<file path="config.mk">
export PLATFORM = sky130hd
export DESIGN_NAME = gcs_front
export DESIGN_NICKNAME = d
export VERILOG_FILES = /design/src/rtl/gcs_pkg.sv /design/src/rtl/gcs_front.sv
export SDC_FILE = /design/constraint.sdc
export NUM_CORES = 1
export LEC_CHECK = 0
export ABC_CLOCK_PERIOD_IN_PS = 2750
export BUFFER_PORTS_ARGS = -buffer_cell sky130_fd_sc_hd__buf_2
export CAP_MARGIN = 5
export CORE_UTILIZATION = 48
export DETAILED_ROUTE_END_ITERATION = 8
export PLACE_DENSITY = 0.76
export SLEW_MARGIN = 0
export SYNTH_ARGS = -nofsm -noshare
export SYNTH_HDL_FRONTEND = slang
export SYNTH_SLANG_ARGS = --single-unit
</file>
<file path="constraint.sdc">
create_clock -name clk -period 2.75 [get_ports clk]
set_clock_uncertainty 0.1 [all_clocks]
set_input_delay 0.55 -clock clk [delete_from_list [all_inputs] [get_ports clk]]
set_output_delay 0.55 -clock clk [all_outputs]
set_load 0.01 [all_outputs]
</file>
<file path="src/rtl/gcs_pkg.sv">
// Shared types, codes and constants of the grouped convolution unit.
package gcs_pkg;

	localparam int MaxChannels = 16;
	localparam int MaxHeight   = 32;
	localparam int MaxWidth    = 32;
	localparam int MaxKernel   = 5;
	localparam int DataBits    = 16;

	localparam int ActDepth  = MaxChannels * MaxHeight * MaxWidth;
	localparam int WgtDepth  = MaxChannels * MaxChannels * MaxKernel * MaxKernel;
	localparam int ActAddrW  = $clog2(ActDepth);
	localparam int WgtAddrW  = $clog2(WgtDepth);
	localparam int BiasAddrW = $clog2(MaxChannels);

	localparam logic [1:0] ACTION_LOAD_ACT  = 2'd0;
	localparam logic [1:0] ACTION_LOAD_WGT  = 2'd1;
	localparam logic [1:0] ACTION_LOAD_BIAS = 2'd2;
	localparam logic [1:0] ACTION_COMPUTE   = 2'd3;

	localparam logic [1:0] STATUS_OK      = 2'd0;
	localparam logic [1:0] STATUS_BAD_CFG = 2'd1;
	localparam logic [1:0] STATUS_RANGE   = 2'd2;

	localparam logic [3:0] REG_IN_CHANNELS  = 4'd0;
	localparam logic [3:0] REG_IMAGE_HEIGHT = 4'd1;
	localparam logic [3:0] REG_IMAGE_WIDTH  = 4'd2;
	localparam logic [3:0] REG_OUT_CHANNELS = 4'd3;
	localparam logic [3:0] REG_KERNEL_H     = 4'd4;
	localparam logic [3:0] REG_KERNEL_W     = 4'd5;
	localparam logic [3:0] REG_PAD          = 4'd6;
	localparam logic [3:0] REG_GROUPS       = 4'd7;

	typedef struct packed {
		logic [4:0] in_channels;
		logic [5:0] image_height;
		logic [5:0] image_width;
		logic [4:0] out_channels;
		logic [2:0] kernel_height;
		logic [2:0] kernel_width;
		logic [2:0] pad_amount;
		logic [4:0] group_count;
	} cfg_t;

	typedef struct packed {
		logic [1:0]        action;
		logic [13:0]       position;
		logic signed [15:0] sample;
		logic              in_range;
	} item_t;

endpackage

</file>
<file path="src/rtl/gcs_front.sv">
// Front end: accepts input beats, classifies loads and queues them for the back end.
module gcs_front (
	input  logic                clk,
	input  logic                arst_n,
	input  logic                in_valid,
	output logic                in_ready,
	input  logic [1:0]          action,
	input  logic [13:0]         position,
	input  logic signed [15:0]  sample,
	output gcs_pkg::item_t      head,
	output logic                head_valid,
	input  logic                pop
);
	import gcs_pkg::*;

	item_t      mem_q [2];
	logic       wr_ptr_q;
	logic       rd_ptr_q;
	logic [1:0] count_q;
	logic       push;
	item_t      entry;

	always_comb begin
		entry.action   = action;
		entry.position = position;
		entry.sample   = sample;
		unique case (action)
			ACTION_LOAD_WGT:  entry.in_range = ({18'd0, position} < WgtDepth);
			ACTION_LOAD_BIAS: entry.in_range = ({18'd0, position} < MaxChannels);
			default:          entry.in_range = 1'b1;
		endcase
	end

	assign in_ready   = (count_q != 2'd2);
	assign push       = in_valid && in_ready;
	assign head_valid = (count_q != 2'd0);
	assign head       = mem_q[rd_ptr_q];

	always_ff @(posedge clk) begin
		if (push) begin
			mem_q[wr_ptr_q] <= entry;
		end
	end

	always_ff @(posedge clk or negedge arst_n) begin
		if (!arst_n) begin
			wr_ptr_q <= 1'b0;
			rd_ptr_q <= 1'b0;
			count_q  <= 2'd0;
		end else begin
			if (push) begin
				wr_ptr_q <= ~wr_ptr_q;
			end
			if (pop) begin
				rd_ptr_q <= ~rd_ptr_q;
			end
			count_q <= count_q + {1'b0, push} - {1'b0, pop};
		end
	end

`ifndef NO_ASSERTIONS
	a_count_bound: assert property (@(posedge clk) disable iff (!arst_n)
		count_q != 2'd3) else $error("queue count overflow");
	a_pop_nonempty: assert property (@(posedge clk) disable iff (!arst_n)
		pop |-> head_valid) else $error("pop from empty queue");
	a_full_stalls: assert property (@(posedge clk) disable iff (!arst_n)
		(count_q == 2'd2 && !pop) |=> !in_ready) else $error("full queue took a beat");
`endif
endmodule

</file>
==> results of run 1 <==
[synthesized netlist by cell type]
library cell / count
edfxtp_1: 66
xor2_1: 1
nand2_1: 2
xnor2_1: 3
nand2b_1: 1
ha_1: 4
mux2_2: 4
or2_2: 1
nor3_1: 2
and3_1: 1
a21oi_1: 2
mux2_4: 29
o31ai_2: 1
nor4b_2: 1
buf_6: 1
inv_1: 4
dfrtp_1: 4
nor2_1: 1
buf_12: 3
[cell type report]
cell class	instances	area (sq um)
clock buffers	15	176
multi-input cells	53	651
inverters	4	15.0
repair buffers	75	403
flip-flops and latches	70	2080
well taps	72	90.1
clock inverters	1	5.00
fillers	437	2150
[worst max-delay path: cells and delay by family, from the launching register on]
kind	cells	cell delay [ns]
buffers and inverters	2	0.41
flip-flops	1	0.51
multiplexers	1	0.36
[per-layer routing]
metal	vias up	track usage
met5	-	0
met4	0	0.0778
met3	7	0.0512
met2	56	0.254
met1	695	0.170
li1	667	-
[how the worst min path moves through the flow]
stage                              end  slack (ns)         from  cells past startpoint
after floorplan             count_q[0]        0.15       arst_n                      0
after global placement      count_q[0]        0.26       arst_n                      1
after detailed placement      wr_ptr_q        0.26       arst_n                      1
after CTS                 mem_q[1][16]        0.29   sample[15]                      1
after global routing      mem_q[1][16]        0.30   sample[15]                      1
final                     mem_q[1][19]        0.31  position[2]                      1
[cell families (layout without fill, tap and decap cells)]
kind of cell | count (synthesis) | after routing | synth area share
adder cells (fa/ha/maj) | 4 | 4 | 0.0178
multiplexers | 33 | 33 | 0.171
flip-flops | 70 | 70 | 0.741
XOR/XNOR | 4 | 4 | 0.0125
buffers and inverters | 8 | 95 | 0.0307
AO/OA/AOI/OAI | 3 | 3 | 0.00801
AND/OR/NAND/NOR | 9 | 9 | 0.0196
[cell usage in the layout, fill, tap and decap left out, drive strengths merged]
cell         count
and3             1
ha               4
clkbuf          15
edfxtp          66
dlygate4sd3      1
nand2            2
or2              1
mux2            33
nor2             1
nor4b            1
xnor2            3
inv              4
nand2b           1
o31ai            1
dfrtp            4
buf             74
xor2             1
clkinv           1
nor3             2
a21oi            2
[state kept, by name, indices dropped and copies added (netlist names)]
name	count
mem_q	66
count_q	2
rd_ptr_q	1
wr_ptr_q	1
[through the flow]
stage | cell area [sq um] | cells | util
4_1_cts | 3420 | 290 | 0.614
3_5_place_dp | 3230 | 273 | 0.580
2_1_floorplan | 2810 | 131 | -
5_1_grt | 3420 | 290 | 0.614
3_3_place_gp | 3230 | 273 | 0.580
6_report | 3420 | 290 | 0.614
[where the power goes]
group	leakage [nW]	internal (mW)	total, mW	switching [mW]
Sequential	0.658	1.46	1.57	0.102
Clock	0.0937	0.401	0.727	0.326
Combinational	0.645	0.612	1.17	0.553
[what timing repair did]
| item | in CTS | in global routing |
|---|---|---|
| setup endpoints to repair | 0 | 0 |
| hold endpoints to repair | 4 | 0 |
| hold buffers | 1 | 0 |
==> flow_summary.toml, run 1 <==
[status]
status = "finished clean"

[routing]
wl_met2_um = 2150
first_pass_iters = 4
met1_length_um = 1780
wirelength_um = 4320
routed.top_layer = "met4"
post_drt_wl_per_cell_um = 14.9
drt_iter0_markers = 48
drc_errors = 0
met3_length_um = 316
routed-via-count = 1425
via_per_inst = 4.91
final_antenna_net_count = 0

[logic_synthesis]
synth_top_area_frac = 0.705
syn-cell-area_sq_um = 2810
syn_area_per_cell_sq_um = 21.5
synth_area_leader_cell = "edfxtp_1"
syn-instance-count = 131
yosys_warnings = 0
synth-seq-area-share = 0.741
synth_area_leaders = "edfxtp_1 (70%), mux2_4 (15%), dfrtp_1 (3.6%), buf_12 (2.1%), ha_1 (1.8%)"
ys_ff_latch = 70
ys_types = 19
synth_nets = 171

[final_layout]
nets = 253
antenna_cells = 0
area_growth_pct = 21.8
drive_above_1_share = 0.573

[die]
io_pins = 71
die_h_um = 78.5
rows = 27
core-area_sq_um = 5570
start_util = 0.504
die_area_sq_um = 6170
die_x_um = 78.5

[cts]
cts_setup_buffers = 0
cts_buffer_depth = 2
ctsRootBufferMaster = "clkbuf_8"
cts_resized = 0
clk_pin_slew_ns = 0.07
htreeDepth = 3
cts_sinks = 70
clk_latency_ns = 0.32
cts-buffers-inserted = 9
cts_tree = "yes"

[grt]
grt_pass1_wl_um = 6700
grt_max_degree = 28
grtUsageTotal = 0.151
grt_overflow = 0
antenna_found_initial = 0
first_global_vias = 1501

[sta]
min_period_ns = 2.26
maxSlewViolCount = 0
fin_ws_ns = 0.494
hold_slack_ns = 0.309
finalSetupTns_ns = 0
tightest_slew_ns = 0.537
slew_headroom = 0.641
hold_viol = 0
setup_violations = 0
rsz0062_at_grt = "no"
fin_crit_sh = 0.820
fmax_ghz = 0.443

[worst_setup_path]
critPathKind = "flip-flop to output port"
cp-startpoint = "rd_ptr_q"
crit_chain = "buf_12 -> mux2_2 -> buf_2"
crit_path_max_incr_delay_ns = 0.51
end_kind = "output port"
reg2reg_depth = 4
cp_max_fo = 27
cp_data_required_time_ns = 2.10
r2r-end = "mem_q[0][5]"
cp.arrival_ns = 1.61
worstSetupStartpointType = "flip-flop"
critical-path-slowest-cell = "dfrtp_2"
critical_path.endpoint = "head[1]"
reg2reg_slack_ns = 0.86
r2r-start = "count_q[1]"

[power]
power.density_nw_per_um2 = 1010
power_mw = 3.46
p_leak_nw = 1.40
vdd_drop_max_mv = 0.631

[worst_hold_path]
min_path_type = "input port to flip-flop"

[placed_design]
place.port_buffers = 70
globalplace.congestion = 0.697
dp_slack_ns = 0.736
hpwl_um = 3050

[flow_run]
max_cap_viol_count = 0
Power figures use the tool's default switching activity.
==> run 2, diff against run 1 <==
ABC_CLOCK_PERIOD_IN_PS = 2200   (was 2750)
clock period = 2.2 ns   (was 2.75 ns; I/O delays follow)
==> run 2 against run 1 <==
Global-route usage grew 0.35 points; critical path depth did not move; first-iteration DRC count is 25% higher; combinational power rose by 33%; largest power group unchanged; clock-buffer cell count decreased by 4; via count shrank 0.91%; die area unchanged; clock power is 30% higher; core utilization increased by 1.0 points; final cell count is 1.4% higher; critical path type unchanged; non-clock buffer count is 4 higher; total power increased by 28%.
==> flow_summary.toml, run 2 (synthesized netlist as in run 1, its figures left out) <==
[worst_setup_path]
crit_family = "flip-flops"
cp_data_required_time_ns = 1.66
crit_chain = "buf_4 -> mux2_2 -> buf_2"
end_kind = "output port"
worstSetupStartpointType = "flip-flop"
cp.arrival_ns = 1.46
critPathKind = "flip-flop to output port"
crit_path_max_incr_delay_ns = 0.43
cp_max_fo = 7
critical-path-slowest-cell = "dfrtp_2"
crit_buf_inv = 2

[worst_hold_path]
min_path_type = "input port to flip-flop"

[power]
power_frac_seq = 0.435
power.density_nw_per_um2 = 1280
netSwitchingPower_mw = 1.25
p_leak_nw = 1.42
vdd_drop_max_mv = 0.815
power_mw = 4.44
p_comb_frac = 0.352
clockPowerShare = 0.213
internal_power_mw = 3.18
switching_share = 0.282

[cts]
ctsRootBufferMaster = "clkbuf_8"
cts_buffer_depth = 2
cts_resized = 0
cts_sinks = 70
clk_pin_slew_ns = 0.07
cts-buffers-inserted = 9
htreeDepth = 3
cts_tree = "yes"
clk_latency_ns = 0.33

[sta]
slew_headroom = 0.831
maxSlewViolCount = 0
fin_crit_sh = 0.909
finalSetupTns_ns = 0
min_period_ns = 2.00
setup_violations = 0
tightest_slew_ns = 0.251
hold_viol = 0
fmax_ghz = 0.500
rsz0062_at_grt = "no"

[routing]
post_drt_wl_per_cell_um = 14.5
final_antenna_net_count = 0
first_pass_iters = 4
drt_iter0_markers = 60
wirelength_um = 4260
routed-via-count = 1412
via_per_inst = 4.80
drc_errors = 0

[grt]
grt_overflow = 0
first_global_vias = 1335
antenna_found_initial = 0
grt_max_degree = 27
grtUsageTotal = 0.155
grt_pass1_wl_um = 6670

[placed_design]
globalplace.congestion = 0.705
hpwl_um = 2910
place.port_buffers = 70
placed_area_sq_um = 3270

[final_layout]
nets = 257
n_fill_cell = 415
final_common_cell = "buf_2"
area_growth_pct = 23.8
biggestRegsByFlops = "mem_q: 66 flops, count_q: 2 flops"
largest_reg_flops = 66
layout.cells.most_common_list = "buf_2 (70), edfxtp_1 (66), mux2_4 (29)"
largest-register = "mem_q"
drive_above_1_share = 0.581
fin_area_sq_um = 3480
antenna_cells = 0

[flow_run]
max_cap_viol_count = 0

[die]
die_x_um = 78.5
io_pins = 71
start_util = 0.504
die_h_um = 78.5
core-area_sq_um = 5570
rows = 27
die_area_sq_um = 6170

[status]
status = "finished clean"
run 2: changes by cell type in the layout (fill, tap and decap cells not counted):
cell and delta:
clkbuf_8 -3, buf_12 +2, buf_4 +2, clkinv_1 +2
and3_1 -1, and3_2 +1, bufinv_16 +1, clkbuf_1 -1
clkinvlp_4 +1
run 2: area by class of cell:
cell class                      count  area (sq um)  share of cell area
Clock buffer                       11           131              0.0378
Multi-Input combinational cell     53           652               0.187
Inverter                            4          15.0             0.00431
Sequential cell                    70          2080               0.599
Timing Repair Buffer               79           458               0.132
Clock inverter                      5          50.0              0.0144
Tap cell                           72          90.1              0.0259
run 2: timing repair:
item / in CTS / in global routing
endpoints found under the setup margin: 2 / 0
hold buffers: 1 / 0
endpoints found under the hold margin: 4 / 0
buffers inserted: 2 / 0
run 2: stage by stage:
stage	setup WS, ns	util	cells	hold slack [ns]
3_3_place_gp	0.384	0.587	275	0.163
6_report	0.199	0.624	294	0.194
4_1_cts	0.169	0.624	294	0.174
5_1_grt	0.122	0.624	294	0.166
2_1_floorplan	0.161	-	131	0.0444
3_5_place_dp	0.371	0.587	275	0.166
run 2: final timing paths:
| kind | start | end | slack, ns | cells after the start |
|---|---|---|---|---|
| min in group asynchronous | arst_n | wr_ptr_q | 0.36 | 2 |
| worst max register to register | count_q[1] | count_q[1] | 0.56 | 7 |
| worst min register to register | count_q[1] | count_q[1] | 0.40 | 1 |
| worst min-delay path | sample[9] | mem_q[1][10] | 0.19 | 1 |
| worst max-delay path | rd_ptr_q | head[32] | 0.20 | 3 |
| max in group asynchronous | arst_n | rd_ptr_q | 1.50 | 2 |
run 2: layer usage:
| metal | global-route usage | routed length [um] | vias up |
|---|---|---|---|
| li1 | - | - | 676 |
| met1 | 0.193 | 1850 | 674 |
| met2 | 0.235 | 2100 | 58 |
| met3 | 0.0512 | 261 | 4 |
| met4 | 0.0889 | 49 | 0 |
| met5 | 0 | 0 | - |
run 2: power by group through the flow:
stage / Combinational (mW) / Clock (mW) / Sequential [mW]
detailed placement: 1.52 / 0 / 1.99
floorplan: 1.14 / 0 / 1.93
global route: 1.67 / 1.04 / 1.96
finish: 1.56 / 0.944 / 1.93
global placement: 1.51 / 0 / 1.98
CTS: 1.59 / 0.980 / 1.94
==> run 3, diff against run 2 <==
MAX_ROUTING_LAYER = met4   (was not set)
==> run 3 against run 2 <==
Final cell count stayed put; sequential share of layout area stayed put; core utilization is the same; design area stayed put; register-to-register slack barely moved; wire length is 0.21% lower; fmax is 0.11% lower; global-route usage rose by 0.39 points; critical path type unchanged; total power about the same; non-clock buffer count stayed put; combinational power hardly changed; largest power group unchanged.
==> flow_summary.toml, run 3 (synthesized netlist as in run 1, its figures left out) <==
[final_layout]
n_fill_cell = 415
largest-register = "mem_q"
area_growth_pct = 23.8
drive_above_1_share = 0.581
fin_area_sq_um = 3480
finalNonFillerCells = 294
biggestRegsByFlops = "mem_q: 66 flops, count_q: 2 flops"
layout.cells.most_common_list = "buf_2 (70), edfxtp_1 (66), mux2_4 (29)"
final_common_cell = "buf_2"
nets = 257
register_area_sq_um = 2080
largest_reg_flops = 66
multi_input_area_sq_um = 652
antenna_cells = 0

[worst_setup_path]
crit_buf_inv = 2
cp.arrival_ns = 1.46
cp_data_required_time_ns = 1.66
crit_family = "flip-flops"
crit_path_max_incr_delay_ns = 0.43
critPathKind = "flip-flop to output port"
crit_chain = "buf_4 -> mux2_2 -> buf_2"
end_kind = "output port"
critical-path-slowest-cell = "dfrtp_2"
cp_max_fo = 7
worstSetupStartpointType = "flip-flop"

[grt]
grt_overflow = 0
grtUsageTotal = 0.158
grt_max_degree = 27
grt_pass1_wl_um = 6670
first_global_vias = 1348
antenna_found_initial = 0

[die]
core-area_sq_um = 5570
die_x_um = 78.5
rows = 27
start_util = 0.504
die_h_um = 78.5
die_area_sq_um = 6170
io_pins = 71

[routing]
post_drt_wl_per_cell_um = 14.5
drt_iter0_markers = 64
final_antenna_net_count = 0
drc_errors = 0
wirelength_um = 4260
routed-via-count = 1410
first_pass_iters = 5
via_per_inst = 4.80

[cts]
cts_buffer_depth = 2
ctsRootBufferMaster = "clkbuf_8"
clk_latency_ns = 0.33
cts-buffers-inserted = 9
cts_resized = 0
cts_tree = "yes"
htreeDepth = 3
clk_pin_slew_ns = 0.07
cts_sinks = 70

[placed_design]
placed_area_sq_um = 3270
place.port_buffers = 70
placed_cells = 275
globalplace.congestion = 0.713
hpwl_um = 2910

[worst_hold_path]
min_path_type = "input port to flip-flop"

[power]
power_frac_seq = 0.435
power.density_nw_per_um2 = 1280
netSwitchingPower_mw = 1.25
clockPowerShare = 0.213
internal_power_mw = 3.18
p_leak_nw = 1.42
power_mw = 4.44
p_comb_frac = 0.352
switching_share = 0.282
vdd_drop_max_mv = 0.815

[sta]
fmax_ghz = 0.499
finalSetupTns_ns = 0
hold_viol = 0
maxSlewViolCount = 0
rsz0062_at_grt = "no"
fin_crit_sh = 0.910
tightest_slew_ns = 0.253
min_period_ns = 2.00
setup_violations = 0
slew_headroom = 0.830

[status]
status = "finished clean"

[flow_run]
max_cap_viol_count = 0
run 3: worst reg2reg max path, stage by stage, from the launching register on:
cell      delay [ns]
dfrtp_1         0.41
nand2b_1        0.11
nand2_1         0.14
ha_1            0.30
inv_1           0.04
ha_1            0.17
xnor2_1         0.16
xnor2_1         0.13
run 3: power by group through the flow:
stage | Clock [mW] | Sequential (mW) | Combinational, mW
after floorplan | 0 | 1.93 | 1.14
after global placement | 0 | 1.98 | 1.51
after detailed placement | 0 | 1.99 | 1.52
after CTS | 0.980 | 1.94 | 1.59
after global routing | 1.04 | 1.96 | 1.67
final | 0.946 | 1.93 | 1.56
run 3: timing repair:
item	CTS	global route
setup buffers	2	0
hold buffers	1	0
endpoints found under the hold margin	4	0
endpoints found under the setup margin	2	0
run 3: path summary, 6_finish.rpt:
path                            depth (start not counted)  slack [ns]      endpoint       start
worst max-delay path                                    3        0.20      head[32]    rd_ptr_q
worst min-delay path                                    1        0.19  mem_q[1][10]   sample[9]
worst max register to register                          7        0.56    count_q[1]  count_q[1]
worst min register to register                          1        0.40    count_q[1]  count_q[1]
max in group asynchronous                               2        1.50      rd_ptr_q      arst_n
min in group asynchronous                               2        0.35      rd_ptr_q      arst_n
run 3: cell type report:
class / count / share of cell area
sequential: 70 / 0.599
timing repair buffer: 79 / 0.132
multi-input combinational: 53 / 0.187
clock buffer: 11 / 0.0378
inverter: 4 / 0.00431
clock inverter: 5 / 0.0144
tap: 72 / 0.0259
run 3: per-stage QoR:
| step | utilization | hold slack [ns] | worst slack [ns] |
|---|---|---|---|
| floorplan | - | 0.0444 | 0.161 |
| global placement | 0.587 | 0.163 | 0.384 |
| detailed placement | 0.587 | 0.166 | 0.371 |
| CTS | 0.624 | 0.174 | 0.169 |
| global route | 0.624 | 0.169 | 0.125 |
| finish | 0.624 | 0.195 | 0.197 |
run 3: per-layer routing:
layer	track usage	wire length, um
met1	0.195	1850
met5	-	0
met2	0.235	2100
met3	0.0465	252
met4	0.0889	56
